`src/hw/rtl/trm_pkg.sv`:
```
// Shared types and constants for the register machine execute unit.
// Used by the front decode, the instruction queue, the back end and the top level.
// No dependencies.
`timescale 1ns / 1ps
`default_nettype none

package trm_pkg;

    // Machine shape
    localparam int DATA_WIDTH    = 32;
    localparam int NUM_REGISTERS = 5;
    localparam int RF_AW         = (NUM_REGISTERS > 1) ? $clog2(NUM_REGISTERS) : 1;
    localparam logic [RF_AW-1:0] RESULT_REG = RF_AW'(NUM_REGISTERS - 1);

    // Fixed field widths of the instruction and result
    localparam int CMD_W     = 4;
    localparam int REG_IDX_W = 3;
    localparam int LIT_W     = 31;
    localparam int PRINT_W   = 32;
    localparam int CHAR_W    = 8;

    // Queue between front and back
    localparam int QUEUE_DEPTH = 2;
    localparam int QPTR_W      = (QUEUE_DEPTH > 1) ? $clog2(QUEUE_DEPTH) : 1;
    localparam int QCNT_W      = $clog2(QUEUE_DEPTH + 1);

    // Divider step counter
    localparam int DIV_CNT_W = $clog2(DATA_WIDTH);

    // Instruction codes as they arrive
    typedef enum logic [CMD_W-1:0] {
        CMD_NOP       = 4'd0,
        CMD_MOV       = 4'd1,
        CMD_ADD       = 4'd2,
        CMD_SUB       = 4'd3,
        CMD_MUL       = 4'd4,
        CMD_DIV       = 4'd5,
        CMD_CMP       = 4'd6,
        CMD_JMP       = 4'd7,
        CMD_JE        = 4'd8,
        CMD_JNE       = 4'd9,
        CMD_JG        = 4'd10,
        CMD_JL        = 4'd11,
        CMD_JGE       = 4'd12,
        CMD_JLE       = 4'd13,
        CMD_PRINTINT  = 4'd14,
        CMD_PRINTCHAR = 4'd15
    } t_cmd;

    // Operation class after decode
    typedef enum logic [3:0] {
        OP_NOP,
        OP_MOV,
        OP_ADD,
        OP_SUB,
        OP_MUL,
        OP_DIV,
        OP_CMP,
        OP_JUMP,
        OP_PRINT
    } t_op;

    // Jump condition
    typedef enum logic [2:0] {
        COND_ALWAYS,
        COND_EQ,
        COND_NE,
        COND_GT,
        COND_LT,
        COND_GE,
        COND_LE
    } t_cond;

    // Decoded instruction carried through the queue
    typedef struct packed {
        t_op                  op;
        t_cond                cond;
        logic                 is_char;
        logic                 wr_left;
        logic                 left_is_literal;
        logic [REG_IDX_W-1:0] left_reg;
        logic [LIT_W-1:0]     left_literal;
        logic                 right_is_literal;
        logic [REG_IDX_W-1:0] right_reg;
        logic [LIT_W-1:0]     right_literal;
    } t_item;

    // One result transaction
    typedef struct packed {
        logic                      branch_taken;
        logic                      print_valid;
        logic                      print_is_char;
        logic signed [PRINT_W-1:0] print_value;
        logic                      divide_error;
    } t_result;

endpackage

`default_nettype wire

```
`src/hw/rtl/trm_ram.sv`:
```
// Generic RAM: one write port, two read ports, registered read data.
// No dependencies.
`timescale 1ns / 1ps
`default_nettype none

module trm_ram #(
    parameter int WIDTH = 32,
    parameter int DEPTH = 5
) (
    input  wire                                       i_clk,
    input  wire                                       i_we,
    input  wire  [((DEPTH > 1) ? $clog2(DEPTH) : 1)-1:0] i_waddr,
    input  wire  [WIDTH-1:0]                          i_wdata,
    input  wire                                       i_re,
    input  wire  [((DEPTH > 1) ? $clog2(DEPTH) : 1)-1:0] i_raddr_a,
    input  wire  [((DEPTH > 1) ? $clog2(DEPTH) : 1)-1:0] i_raddr_b,
    output logic [WIDTH-1:0]                          o_rdata_a,
    output logic [WIDTH-1:0]                          o_rdata_b
);

    logic [WIDTH-1:0] r_mem [DEPTH];

    // Write and registered read
    always_ff @(posedge i_clk) begin
        if (i_we) begin
            r_mem[i_waddr] <= i_wdata;
        end
        if (i_re) begin
            o_rdata_a <= r_mem[i_raddr_a];
            o_rdata_b <= r_mem[i_raddr_b];
        end
    end

endmodule

`default_nettype wire

```
`src/hw/rtl/trm_front.sv`:
```
// Front end: accepts instruction transactions and classifies the command.
// Depends on trm_pkg; feeds trm_queue.
`timescale 1ns / 1ps
`default_nettype none

module trm_front (
    input  wire                             i_clk,
    input  wire                             i_rst_n,
    input  wire                             i_valid,
    output logic                            o_ready,
    input  wire  [trm_pkg::CMD_W-1:0]       i_command,
    input  wire                             i_left_is_literal,
    input  wire  [trm_pkg::REG_IDX_W-1:0]   i_left_reg,
    input  wire  [trm_pkg::LIT_W-1:0]       i_left_literal,
    input  wire                             i_right_is_literal,
    input  wire  [trm_pkg::REG_IDX_W-1:0]   i_right_reg,
    input  wire  [trm_pkg::LIT_W-1:0]       i_right_literal,
    output logic                            o_push,
    output trm_pkg::t_item                  o_item,
    input  wire                             i_queue_ready
);
    import trm_pkg::*;

    logic  r_valid;
    t_item r_item;
    t_item n_item;

    // Classify the command
    always_comb begin
        n_item                  = '0;
        n_item.op               = OP_NOP;
        n_item.cond             = COND_ALWAYS;
        n_item.left_is_literal  = i_left_is_literal;
        n_item.left_reg         = i_left_reg;
        n_item.left_literal     = i_left_literal;
        n_item.right_is_literal = i_right_is_literal;
        n_item.right_reg        = i_right_reg;
        n_item.right_literal    = i_right_literal;
        unique case (t_cmd'(i_command))
            CMD_NOP:       n_item.op = OP_NOP;
            CMD_MOV:       n_item.op = OP_MOV;
            CMD_ADD:       n_item.op = OP_ADD;
            CMD_SUB:       n_item.op = OP_SUB;
            CMD_MUL:       n_item.op = OP_MUL;
            CMD_DIV:       n_item.op = OP_DIV;
            CMD_CMP:       n_item.op = OP_CMP;
            CMD_JMP: begin
                n_item.op   = OP_JUMP;
                n_item.cond = COND_ALWAYS;
            end
            CMD_JE: begin
                n_item.op   = OP_JUMP;
                n_item.cond = COND_EQ;
            end
            CMD_JNE: begin
                n_item.op   = OP_JUMP;
                n_item.cond = COND_NE;
            end
            CMD_JG: begin
                n_item.op   = OP_JUMP;
                n_item.cond = COND_GT;
            end
            CMD_JL: begin
                n_item.op   = OP_JUMP;
                n_item.cond = COND_LT;
            end
            CMD_JGE: begin
                n_item.op   = OP_JUMP;
                n_item.cond = COND_GE;
            end
            CMD_JLE: begin
                n_item.op   = OP_JUMP;
                n_item.cond = COND_LE;
            end
            CMD_PRINTINT:  n_item.op = OP_PRINT;
            CMD_PRINTCHAR: begin
                n_item.op      = OP_PRINT;
                n_item.is_char = 1'b1;
            end
        endcase
        // A literal destination leaves the register file alone
        n_item.wr_left = ((n_item.op == OP_MOV) || (n_item.op == OP_ADD) ||
                          (n_item.op == OP_SUB)) && !i_left_is_literal;
    end

    assign o_ready = !r_valid || i_queue_ready;
    assign o_push  = r_valid;
    assign o_item  = r_item;

    // Hold one classified transaction until the queue takes it
    always_ff @(posedge i_clk) begin
        if (!i_rst_n) begin
            r_valid <= 1'b0;
        end else begin
            if (i_valid && o_ready) begin
                r_valid <= 1'b1;
                r_item  <= n_item;
            end else if (i_queue_ready) begin
                r_valid <= 1'b0;
            end
        end
    end

endmodule

`default_nettype wire

```
`src/hw/rtl/trm_queue.sv`:
```
// Short instruction queue between the front end and the back end.
// Depends on trm_pkg.
`timescale 1ns / 1ps
`default_nettype none

module trm_queue (
    input  wire                 i_clk,
    input  wire                 i_rst_n,
    input  wire                 i_push,
    input  trm_pkg::t_item      i_item,
    output logic                o_in_ready,
    input  wire                 i_pop,
    output logic                o_out_valid,
    output trm_pkg::t_item      o_item
);
    import trm_pkg::*;

    t_item              r_mem [QUEUE_DEPTH];
    logic [QPTR_W-1:0]  r_wr_ptr;
    logic [QPTR_W-1:0]  r_rd_ptr;
    logic [QCNT_W-1:0]  r_count;
    logic               push_ok;
    logic               pop_ok;

    assign o_in_ready  = (r_count != QCNT_W'(QUEUE_DEPTH));
    assign o_out_valid = (r_count != '0);
    assign o_item      = r_mem[r_rd_ptr];
    assign push_ok     = i_push && o_in_ready;
    assign pop_ok      = i_pop && o_out_valid;

    // Store entries
    always_ff @(posedge i_clk) begin
        if (push_ok) begin
            r_mem[r_wr_ptr] <= i_item;
        end
    end

    // Advance pointers and count
    always_ff @(posedge i_clk) begin
        if (!i_rst_n) begin
            r_wr_ptr <= '0;
            r_rd_ptr <= '0;
            r_count  <= '0;
        end else begin
            if (push_ok) begin
                r_wr_ptr <= (r_wr_ptr == QPTR_W'(QUEUE_DEPTH - 1)) ? '0 : r_wr_ptr + 1'b1;
            end
            if (pop_ok) begin
                r_rd_ptr <= (r_rd_ptr == QPTR_W'(QUEUE_DEPTH - 1)) ? '0 : r_rd_ptr + 1'b1;
            end
            if (push_ok && !pop_ok) begin
                r_count <= r_count + 1'b1;
            end else if (pop_ok && !push_ok) begin
                r_count <= r_count - 1'b1;
            end
        end
    end

endmodule

`default_nettype wire

```
`src/hw/rtl/trm_back.sv`:
```
// Back end: reads operands, executes, runs the iterative divider and holds the result.
// Depends on trm_pkg and trm_ram (register file).
`timescale 1ns / 1ps
`default_nettype none

module trm_back (
    input  wire                 i_clk,
    input  wire                 i_rst_n,
    input  wire                 i_q_valid,
    input  trm_pkg::t_item      i_q_item,
    output logic                o_pop,
    output logic                o_valid,
    input  wire                 i_ready,
    output trm_pkg::t_result    o_result
);
    import trm_pkg::*;

    typedef enum logic [1:0] {
        ST_IDLE,
        ST_EXEC,
        ST_DIV,
        ST_FIX
    } t_state;

    localparam int W = DATA_WIDTH;

    t_state                 r_state;
    t_item                  r_item;
    logic [NUM_REGISTERS-1:0] r_rf_vld;
    logic                   r_a_ok;
    logic                   r_b_ok;
    logic                   r_left_in;
    logic                   r_zf;
    logic                   r_cf;
    logic                   r_out_valid;
    t_result                r_out;
    logic [W-1:0]           r_rem;
    logic [W-1:0]           r_quo;
    logic [W-1:0]           r_divisor;
    logic                   r_neg;
    logic [DIV_CNT_W-1:0]   r_cnt;

    logic [W-1:0]           rd_a;
    logic [W-1:0]           rd_b;
    logic [W-1:0]           a_val;
    logic [W-1:0]           b_val;
    logic [W-1:0]           sum;
    logic [W-1:0]           diff;
    logic [W-1:0]           prod;
    logic [W-1:0]           mag_a;
    logic [W-1:0]           mag_b;
    logic [W:0]             rem_sh;
    logic [W:0]             rem_try;
    logic                   quo_bit;
    logic [W-1:0]           quo_fixed;
    logic                   taken;
    logic                   rf_we;
    logic [RF_AW-1:0]       rf_waddr;
    logic [W-1:0]           rf_wdata;
    logic                   load_out;
    t_result                n_out;
    logic                   q_left_in;
    logic                   q_right_in;

    // Take the next transaction only when the result register will be free
    assign o_pop = (r_state == ST_IDLE) && i_q_valid && (!r_out_valid || i_ready);

    assign q_left_in  = (int'(i_q_item.left_reg) < NUM_REGISTERS);
    assign q_right_in = (int'(i_q_item.right_reg) < NUM_REGISTERS);

    trm_ram #(
        .WIDTH (W),
        .DEPTH (NUM_REGISTERS)
    ) u_rf (
        .i_clk     (i_clk),
        .i_we      (rf_we),
        .i_waddr   (rf_waddr),
        .i_wdata   (rf_wdata),
        .i_re      (o_pop),
        .i_raddr_a (RF_AW'(i_q_item.left_reg)),
        .i_raddr_b (RF_AW'(i_q_item.right_reg)),
        .o_rdata_a (rd_a),
        .o_rdata_b (rd_b)
    );

    // Operands: literal, register, or zero for unwritten or missing registers
    always_comb begin
        a_val = r_item.left_is_literal  ? W'(r_item.left_literal)  : (r_a_ok ? rd_a : '0);
        b_val = r_item.right_is_literal ? W'(r_item.right_literal) : (r_b_ok ? rd_b : '0);
        sum   = a_val + b_val;
        diff  = a_val - b_val;
        prod  = a_val * b_val;
        mag_a = a_val[W-1] ? (W'(0) - a_val) : a_val;
        mag_b = b_val[W-1] ? (W'(0) - b_val) : b_val;
    end

    // One restoring divide step per cycle
    always_comb begin
        rem_sh    = {r_rem, r_quo[W-1]};
        rem_try   = rem_sh - {1'b0, r_divisor};
        quo_bit   = !rem_try[W];
        quo_fixed = r_neg ? (W'(0) - r_quo) : r_quo;
    end

    // Jump condition from the flags
    always_comb begin
        unique case (r_item.cond)
            COND_ALWAYS: taken = 1'b1;
            COND_EQ:     taken = r_zf;
            COND_NE:     taken = !r_zf;
            COND_GT:     taken = !r_cf && !r_zf;
            COND_LT:     taken = r_cf;
            COND_GE:     taken = r_zf || !r_cf;
            COND_LE:     taken = r_zf || r_cf;
            default:     taken = 1'b0;
        endcase
    end

    // Register file write and result for this cycle
    always_comb begin
        rf_we    = 1'b0;
        rf_waddr = r_item.left_reg[RF_AW-1:0];
        rf_wdata = '0;
        load_out = 1'b0;
        n_out    = '0;
        if (r_state == ST_EXEC) begin
            load_out = !((r_item.op == OP_DIV) && (b_val != '0));
            unique case (r_item.op)
                OP_MOV: begin
                    rf_we    = r_item.wr_left && r_left_in;
                    rf_wdata = b_val;
                end
                OP_ADD: begin
                    rf_we    = r_item.wr_left && r_left_in;
                    rf_wdata = sum;
                end
                OP_SUB: begin
                    rf_we    = r_item.wr_left && r_left_in;
                    rf_wdata = diff;
                end
                OP_MUL: begin
                    rf_we    = 1'b1;
                    rf_waddr = RESULT_REG;
                    rf_wdata = prod;
                end
                OP_DIV: begin
                    n_out.divide_error = (b_val == '0);
                end
                OP_JUMP: begin
                    n_out.branch_taken = taken;
                end
                OP_PRINT: begin
                    n_out.print_valid   = 1'b1;
                    n_out.print_is_char = r_item.is_char;
                    n_out.print_value   = r_item.is_char ? PRINT_W'(a_val[CHAR_W-1:0])
                                                         : PRINT_W'($signed(a_val));
                end
                default: begin
                end
            endcase
        end else if (r_state == ST_FIX) begin
            rf_we    = 1'b1;
            rf_waddr = RESULT_REG;
            rf_wdata = quo_fixed;
            load_out = 1'b1;
        end
    end

    // Sequencer, flags, divider and result register
    always_ff @(posedge i_clk) begin
        if (!i_rst_n) begin
            r_state     <= ST_IDLE;
            r_rf_vld    <= '0;
            r_zf        <= 1'b0;
            r_cf        <= 1'b0;
            r_out_valid <= 1'b0;
        end else begin
            if (rf_we) begin
                r_rf_vld[rf_waddr] <= 1'b1;
            end
            if (load_out) begin
                r_out_valid <= 1'b1;
                r_out       <= n_out;
            end else if (i_ready) begin
                r_out_valid <= 1'b0;
            end
            unique case (r_state)
                ST_IDLE: begin
                    if (o_pop) begin
                        r_item    <= i_q_item;
                        r_left_in <= q_left_in;
                        r_a_ok    <= q_left_in && r_rf_vld[RF_AW'(i_q_item.left_reg)];
                        r_b_ok    <= q_right_in && r_rf_vld[RF_AW'(i_q_item.right_reg)];
                        r_state   <= ST_EXEC;
                    end
                end
                ST_EXEC: begin
                    if (r_item.op == OP_CMP) begin
                        r_zf <= (diff == '0);
                        r_cf <= diff[W-1];
                    end
                    if ((r_item.op == OP_DIV) && (b_val != '0)) begin
                        r_rem     <= '0;
                        r_quo     <= mag_a;
                        r_divisor <= mag_b;
                        r_neg     <= a_val[W-1] ^ b_val[W-1];
                        r_cnt     <= DIV_CNT_W'(W - 1);
                        r_state   <= ST_DIV;
                    end else begin
                        r_state <= ST_IDLE;
                    end
                end
                ST_DIV: begin
                    r_rem <= quo_bit ? rem_try[W-1:0] : rem_sh[W-1:0];
                    r_quo <= {r_quo[W-2:0], quo_bit};
                    if (r_cnt == '0) begin
                        r_state <= ST_FIX;
                    end else begin
                        r_cnt <= r_cnt - 1'b1;
                    end
                end
                ST_FIX: begin
                    r_state <= ST_IDLE;
                end
                default: begin
                    r_state <= ST_IDLE;
                end
            endcase
        end
    end

    assign o_valid  = r_out_valid;
    assign o_result = r_out;

    // The result register is always free when an instruction executes
    a_exec_out_free: assert property (@(posedge i_clk) disable iff (!i_rst_n)
        (r_state == ST_EXEC) |-> !r_out_valid)
        else $error("result register busy at execute");

    // The divider never runs with a zero divisor
    a_div_nonzero: assert property (@(posedge i_clk) disable iff (!i_rst_n)
        ((r_state == ST_DIV) || (r_state == ST_FIX)) |-> (r_divisor != '0))
        else $error("divider running with zero divisor");

    // Register file writes only happen while executing or finishing a divide
    a_rf_write_state: assert property (@(posedge i_clk) disable iff (!i_rst_n)
        rf_we |-> ((r_state == ST_EXEC) || (r_state == ST_FIX)))
        else $error("register file write outside execute");

    // A divide always leads to its final step after the iterations
    a_div_to_fix: assert property (@(posedge i_clk) disable iff (!i_rst_n)
        ((r_state == ST_DIV) && (r_cnt == '0)) |=> (r_state == ST_FIX))
        else $error("divider did not finish");

endmodule

`default_nettype wire

```
`src/hw/rtl/toy_register_machine_execute_unit.sv`:
```
// Execute unit of a small register machine: five 32-bit registers, zero and carry flags.
// Depends on trm_pkg, trm_front, trm_queue, trm_back (with trm_ram).
//
// Usage:
//   Input channel (i_valid / o_ready) carries one decoded instruction per transaction:
//   command, and for each operand a literal flag, a register index and a literal.
//   Output channel (o_valid / i_ready) returns exactly one result transaction per
//   instruction, in order: branch taken, print fields and divide error.
//   Each instruction passes the front stage, the queue, an operand read from the register
//   file RAM and execute; a divide with a nonzero divisor adds the one-bit-per-cycle divider.
//   The back end takes a new instruction only once the last has executed (operand read from
//   the register file RAM, then execute); a divide holds the back end until it finishes.
//   The front stage and a two-entry queue keep taking instructions while the back end
//   works or the receiver stalls; when the result register is held, the back end
//   waits and the queue fills, then o_ready drops.
//   Reset (synchronous, active low) clears the registers, flags, queue and result.
`timescale 1ns / 1ps
`default_nettype none

module toy_register_machine_execute_unit (
    input  wire                                   i_clk,
    input  wire                                   i_rst_n,
    input  wire                                   i_valid,
    output logic                                  o_ready,
    input  wire  [trm_pkg::CMD_W-1:0]             i_command,
    input  wire                                   i_left_is_literal,
    input  wire  [trm_pkg::REG_IDX_W-1:0]         i_left_reg,
    input  wire  [trm_pkg::LIT_W-1:0]             i_left_literal,
    input  wire                                   i_right_is_literal,
    input  wire  [trm_pkg::REG_IDX_W-1:0]         i_right_reg,
    input  wire  [trm_pkg::LIT_W-1:0]             i_right_literal,
    output logic                                  o_valid,
    input  wire                                   i_ready,
    output logic                                  o_branch_taken,
    output logic                                  o_print_valid,
    output logic                                  o_print_is_char,
    output logic signed [trm_pkg::PRINT_W-1:0]    o_print_value,
    output logic                                  o_divide_error
);
    import trm_pkg::*;

    logic    push;
    t_item   front_item;
    logic    queue_ready;
    logic    pop;
    logic    q_valid;
    t_item   q_item;
    t_result result;

    trm_front u_front (
        .i_clk              (i_clk),
        .i_rst_n            (i_rst_n),
        .i_valid            (i_valid),
        .o_ready            (o_ready),
        .i_command          (i_command),
        .i_left_is_literal  (i_left_is_literal),
        .i_left_reg         (i_left_reg),
        .i_left_literal     (i_left_literal),
        .i_right_is_literal (i_right_is_literal),
        .i_right_reg        (i_right_reg),
        .i_right_literal    (i_right_literal),
        .o_push             (push),
        .o_item             (front_item),
        .i_queue_ready      (queue_ready)
    );

    trm_queue u_queue (
        .i_clk       (i_clk),
        .i_rst_n     (i_rst_n),
        .i_push      (push),
        .i_item      (front_item),
        .o_in_ready  (queue_ready),
        .i_pop       (pop),
        .o_out_valid (q_valid),
        .o_item      (q_item)
    );

    trm_back u_back (
        .i_clk     (i_clk),
        .i_rst_n   (i_rst_n),
        .i_q_valid (q_valid),
        .i_q_item  (q_item),
        .o_pop     (pop),
        .o_valid   (o_valid),
        .i_ready   (i_ready),
        .o_result  (result)
    );

    // Unpack the result transaction
    assign o_branch_taken  = result.branch_taken;
    assign o_print_valid   = result.print_valid;
    assign o_print_is_char = result.print_is_char;
    assign o_print_value   = result.print_value;
    assign o_divide_error  = result.divide_error;

endmodule

`default_nettype wire

```
`config.mk`:
```
export PLATFORM = sky130hd
export DESIGN_NAME = toy_register_machine_execute_unit
export DESIGN_NICKNAME = d
export VERILOG_FILES = /design/src/hw/rtl/trm_pkg.sv /design/src/hw/rtl/trm_ram.sv /design/src/hw/rtl/trm_front.sv /design/src/hw/rtl/trm_queue.sv /design/src/hw/rtl/trm_back.sv /design/src/hw/rtl/toy_register_machine_execute_unit.sv
export SDC_FILE = /design/constraint.sdc
export NUM_CORES = 2
export LEC_CHECK = 0
export BUFFER_PORTS_ARGS = -buffer_cell sky130_fd_sc_hd__buf_2
export CORE_UTILIZATION = 40
export CTS_CLUSTER_SIZE = 10
export DETAILED_ROUTE_END_ITERATION = 10
export PLACE_DENSITY = 0.64
export SYNTH_ARGS = -nofsm -noshare
export SYNTH_HDL_FRONTEND = slang
export SYNTH_SLANG_ARGS = --single-unit
```
`constraint.sdc`:
```
create_clock -name i_clk -period 25.7 [get_ports i_clk]
set_input_delay 3.855 -clock i_clk [delete_from_list [all_inputs] [get_ports i_clk]]
set_output_delay 3.855 -clock i_clk [all_outputs]
set_load 0.01 [all_outputs]
```
Word-level counts from Yosys, hierarchy flattened
Memory sizes are Yosys's and may differ from the RTL's. A register that Yosys moved wholly into a read port is not among the register bits.
Cells that the tools add are included.
{ "word_totals": {"register_bits": 311, "mem_bits_rw": 318, "inputBits": 78, "output_inout_bits": 38, "n_memories": 2} }
{ "mem_list": {"columns": ["memory", "depth", "word_bits", "rd", "rd_ports_with_merged_regs", "wr", "line", "rtl"], "rows": [
  ["u_back.u_rf.r_mem", 5, 32, 2, 2, 1, "trm_ram.sv:21", "logic [WIDTH-1:0] r_mem [DEPTH];"],
  ["u_queue.r_mem", 2, 79, 1, 1, 1, "trm_queue.sv:18", "t_item r_mem [QUEUE_DEPTH];"]
]} }
{ "classes": {"addsub": 11, "mul": 1, "magnitude_cmp": 6, "eq_ne": 40, "n_mux": 55, "bitwise": 4, "n_reduce_logical": 56} }
{ "ops": {"columns": ["operator", "count"], "rows": [
  ["$mux W32", 12],
  ["$pmux W32 S2", 2],
  ["$pmux W32 S4", 1],
  ["$sub A1 B32 Y32 const A", 3],
  ["$logic_not A32 Y1", 2],
  ["$eq A4 B4 Y1 const B", 9],
  ["$pmux W4 S9", 1],
  ["$mux W34", 1],
  ["$sub A33 B32 Y33", 1],
  ["$add A32 B32 Y32", 1],
  ["$eq A4 B3 Y1 const B", 8],
  ["$mul A32 B32 Y32", 1],
  ["$reduce_bool A32 Y1", 1],
  ["$sub A32 B32 Y32", 1],
  ["$mux W31", 1],
  ["$eq A4 B2 Y1 const B", 6],
  ["$mux W1", 19],
  ["$pmux W3 S6", 1],
  ["$logic_and A1 B1 Y1", 14],
  ["$reduce_and A2 Y1", 7],
  ["$eq A4 B1 Y1 const B", 3],
  ["$lt A3 B4 Y1 const B", 3],
  ["$mux W2", 5],
  ["$mux W5", 2],
  ["35 further kinds", 68]
]} }

Longest topological paths before layout
{ "depth": {"ltp_word": 8, "depth_mapped": 34, "mapped_depth_nobuf": 30} }

Modules after synthesis
A second synthesis with hierarchy kept.
{ "hier_totals": {"hier_cells": 4490, "area_unflattened_um2": 49707.7} }
{ "by_module_without_submodules": {"columns": ["mod", "n_inst", "cells_per_inst", "area_each_um2", "seq_area_each_um2"], "rows": [
  ["trm_back", 1, 3553, 31622.8, 6716.4],
  ["trm_ram", 1, 564, 9586.7, 6726.5],
  ["trm_queue", 1, 270, 5978.2, 4844.6],
  ["trm_front", 1, 103, 2519.9, 2392.3]
]} }

Worst setup path after synthesis
Ideal clock, no wire load.
{ "synth_path": {"path_type": "flip-flop to flip-flop", "from": "register u_back.r_item[69] (netlist name)", "to": "memory u_back.u_rf.r_mem[0][31], data pin", "setup_time_ps": 271, "arrival_ps": 8341, "path_slack_ps": 17088, "path_stages_with_launch": 35, "n_path_buf": 5, "path_cell_list": "edfxtp_1 -> clkbuf_1 -> nor2b_1 -> clkbuf_1 -> buf_1 -> a22oi_1 -> clkbuf_1 -> inv_1 -> clkbuf_1 -> nand2_1 -> fa_1 -> inv_1 -> fa_1 -> fa_1 -> inv_1 -> fa_1 -> inv_1 -> fa_1 -> inv_1 -> fa_1 -> inv_1 -> fa_1 -> fa_1 -> ha_1 -> and3_1 -> and2_1 -> and3_1 -> a32oi_1 -> and2_1 -> o311ai_0 -> a31o_2 -> a21oi_1 -> xnor2_1 -> a221oi_2 -> a21oi_2"} }
{ "synth_between": {"elab_chain_len": 4, "elab_cells_between_ends": 6} }
{ "synth_lines": {"columns": ["element", "line", "rtl"], "rows": [
  ["start: declaration", "trm_back.sv:28", "t_item r_item;"],
  ["start signal: assignment", "trm_back.sv:190", "r_item <= i_q_item;"],
  ["$mux W32 (*)", "trm_back.sv:88", "a_val = r_item.left_is_literal ? W'(r_item.left_literal) : (r_a_ok ? rd_a : '0);"],
  ["named net u_back.a_val[7]", "trm_back.sv:45", "logic [W-1:0] a_val;"],
  ["$mul A32 B32 Y32 (tied with other cells)", "trm_back.sv:92", "prod = a_val * b_val;"],
  ["$pmux W32 S4 (*)", "trm_back.sv:128", "unique case (r_item.op)"],
  ["$mux W32 (*)", "trm_back.sv:126", "if (r_state == ST_EXEC) begin"],
  ["named net u_back.rf_wdata[31]", "trm_back.sv:59", "logic [W-1:0] rf_wdata;"],
  ["end: declaration", "trm_ram.sv:21", null]
]} }
The timed path passes the listed nets; every way through them passes the cells marked *.

Final worst setup path
{ "layout_path": {"from": "register u_back.r_item[34] (netlist name)", "to": "memory u_back.u_rf.r_mem[4][25], in the netlist u_back.u_rf.r_mem[1][25], data pin"} }
{ "layout_between": {"elab_chain_len": 4, "elab_cells_between_ends": 6} }
{ "layout_lines": {"columns": ["element", "line", "rtl"], "rows": [
  ["$mux W32 (*)", "trm_back.sv:89", "b_val = r_item.right_is_literal ? W'(r_item.right_literal) : (r_b_ok ? rd_b : '0);"],
  ["$mul A32 B32 Y32 (tied with other cells)", "trm_back.sv:92", null],
  ["$pmux W32 S4 (*)", "trm_back.sv:128", null],
  ["$mux W32 (*)", "trm_back.sv:126", null],
  ["named net u_back.rf_wdata[25]", "trm_back.sv:59", null]
]} }
Marked as above.

==> results.md <==
- Number of placed I/O pins: 116
- Max-slew violations: 0
- Dominant synthesized flop cell: sky130_fd_sc_hd__edfxtp_1
- Die footprint: 124000 sq um
- Post-synth cell types: 86
- Flop and latch count out of synthesis: 694
- Worst path top cell family by delay: adder cells
- Leading cell types by total area after synthesis: sky130_fd_sc_hd__edfxtp_1 (41%), sky130_fd_sc_hd__fa_1 (17%), sky130_fd_sc_hd__ha_1 (5.8%)
- Area of the mapped netlist: 49100 sq um
- CTS resizes: 0
- Die height: 352 um
- Cell repeated most along the worst path: sky130_fd_sc_hd__fa_1
- Proportion of netlist area held by the largest area contributor: 41.4%
- Critical Path AT: 10800 ps
- Achievable frequency: 96.3 MHz
- Worst setup path class: reg -> reg
- Total number of clock tree sinks: 694
- Total negative setup slack: 0 ps
- Endpoints failing setup: 0
- Post-CTS Hold Buffers: 0
- Critical-path maximum fanout: 39
- Library cell used as clock root buffer: sky130_fd_sc_hd__clkbuf_16
- H-Tree Level Count: 3
- Routability Congestion: 1.04
- Slowest cell on the critical path: sky130_fd_sc_hd__a22o_1
- Core box area: 122000 sq um
- Leading area contributor after synthesis: sky130_fd_sc_hd__edfxtp_1
- Combined global-route utilization of all metal layers: 26.4%
- Worst min-delay path category: reg -> reg
- Pre-antenna DRT Iters: 8
- Number of violations reported at the end of detailed-routing iteration 0: 4025
- Proportion of synthesized chip area in sequential cells: 42.1%
- CTS tree: yes
- Relative slew margins: 13.6%
- Crit-path max cell delay: 1050 ps
- Fraction of registers with async set/reset: 0%
- Type of origin of the critical path: register
- Starting density of the core: 40.3%
- Worst Clk Skew: 45.7 ps
- Crit share post-route: 40.4%
- Wirelength, routed: 164000 um
- Number of standard cells after synthesis: 4495
- Wire per inst: 26.3 um
- Post-route DRC: 0
- # fillers: 11300
- Final hold vios: 0
- Area growth from synthesis to layout: 10.6%
- Warning count from the yosys run: 0
- Final critical-path required period: 10380 ps
- CP endpoint kind: register
- Clock network latency to the later pin of the worst-skew pair: 710 ps
- Slew @ Worst Pin: 1300 ps
- Initial antenna violation count: 5
- Share of cells above drive strength 1: 11.7%
- Total grt overflow: 0
- Post-CTS Setup Repair Bufs: 0
- Global-route wire length before repair: 241000 um
- Number of buffer cells added on primary ports: 115
- Pin count of the biggest net entering global routing: 69
- Via density per instance: 5.68
- Die width: 352 um
- Half-perimeter wire length of the detailed placement result: 121000 um
- Outcome: complete, no violations
- TritonCTS buffer count: 83
- Detailed-route via count: 35500
- Mean instance size in the synthesized netlist: 10.9 sq um
- Number of global-route vias before repair: 36000
- Number of antenna repair diodes: 0
- CP required: 26120 ps
- Unrepaired setup endpoints after global routing: no
- Most frequent cell after synthesis: sky130_fd_sc_hd__edfxtp_1
- Number of cell rows: 128
- Number of enable flip-flop cells after synthesis: 678
- Mapped Nets: 5211
- CTS clock-pin slew for the worst setup and hold paths: 60 ps
- Final layout net count: 5310
- WP buf/inv: 6
- Leading post-synthesis cells by instance count: sky130_fd_sc_hd__edfxtp_1 (678), sky130_fd_sc_hd__nand2_1 (528), sky130_fd_sc_hd__nor2_1 (501)
- Antenna Violating Nets Remaining: 0
- Max Root-Sink Buffers: 3
- Max-cap violations: 0
==> area by class of cell <==
cell class	count	area [sq um]	share of cell area, %
inverter	530	1990	3.66
clock inverter	18	229	0.421
timing repair buffer	223	1380	2.55
sequential	694	20700	38.1
tap	1625	2030	3.74
multi-input combinational	3062	25900	47.6
clock buffer	107	2180	4.01
==> flip-flops by register name, indices dropped and copies added, names as in the netlist, 2 cells and up, named ones only <==
| register | count |
|---|---|
| u_back.u_rf.o_rdata_a | 32 |
| u_back.r_cnt | 5 |
| u_queue.r_mem | 158 |
| u_back.o_result | 36 |
| u_back.u_rf.o_rdata_b | 32 |
| u_queue.r_count | 2 |
| u_front.o_item | 79 |
| u_back.r_rf_vld | 5 |
| u_back.r_divisor | 32 |
| u_back.u_rf.r_mem | 160 |
| u_back.r_rem | 32 |
| u_back.r_quo | 32 |
| u_back.r_item | 76 |
==> worst reg2reg max path: cells and delay by family, from the launching register on <==
kind | cells | cell delay, ps
adder cells (fa/ha/maj) | 10 | 4570
AO/OA/AOI/OAI | 7 | 2770
buffers and inverters | 6 | 950
AND/OR/NAND/NOR | 5 | 920
XOR/XNOR | 1 | 560
flip-flops | 1 | 360
==> stage by stage <==
stage	std cells	utilization (%)	setup slack [ps]	hold WS (ps)	instance area [sq um]
2_1_floorplan	4495	-	17090	421	49100
3_3_place_gp	6133	42.6	15190	423	51900
3_5_place_dp	6134	42.6	15650	430	51900
4_1_cts	6259	44.6	15600	431	54300
5_1_grt	6259	44.6	15070	446	54300
6_report	6259	44.6	15320	423	54300
==> layer usage <==
layer  GRT usage [%]  up-vias  wire length [um]
met5               0        -                52
met2            41.4     1821             74400
li1                -    15500                 -
met1            34.1    17800             64300
met4            15.2        8             10500
met3            5.38      433             15100
==> layout by cell type, fill, tap and decap left out, types with 33 or more instances in the layout <==
cell	instances
sky130_fd_sc_hd__clkbuf_16	83
sky130_fd_sc_hd__nand3_1	61
sky130_fd_sc_hd__a21oi_1	135
sky130_fd_sc_hd__buf_2	116
sky130_fd_sc_hd__nand2_1	528
sky130_fd_sc_hd__buf_4	107
sky130_fd_sc_hd__fa_1	411
sky130_fd_sc_hd__xor2_1	54
sky130_fd_sc_hd__nor2b_1	48
sky130_fd_sc_hd__edfxtp_1	678
sky130_fd_sc_hd__o22ai_1	40
sky130_fd_sc_hd__mux4_2	33
sky130_fd_sc_hd__mux2_2	106
sky130_fd_sc_hd__a31oi_1	33
sky130_fd_sc_hd__o21ai_0	180
sky130_fd_sc_hd__nor2_1	496
sky130_fd_sc_hd__inv_1	497
sky130_fd_sc_hd__a22oi_1	36
sky130_fd_sc_hd__ha_1	226
sky130_fd_sc_hd__xnor2_1	196
==> logic make-up after synthesis <==
group	after synthesis	synth area share (%)
AO/OA/AOI/OAI	682	9.04
XOR/XNOR	252	4.52
adder cells (fa/ha/maj)	638	22.5
buffers and inverters	739	5.74
flip-flops	694	42.1
multiplexers	173	4.64
AND/OR/NAND/NOR	1317	11.4
==> worst paths after layout <==
path / from / endpoint / slack (ps) / cells past startpoint
max: u_back.r_item[34] / u_back.u_rf.r_mem[1][25] / 15320 / 29
min: u_front.o_item[45] / u_queue.r_mem[1][45] / 420 / 0
max reg2reg: u_back.r_item[34] / u_back.u_rf.r_mem[1][25] / 15320 / 29
min reg2reg: u_front.o_item[45] / u_queue.r_mem[1][45] / 420 / 0
Power is left out: the tool's default activity adds up to more than one toggle a clock period on the data nets, which glitch-free logic cannot reach.
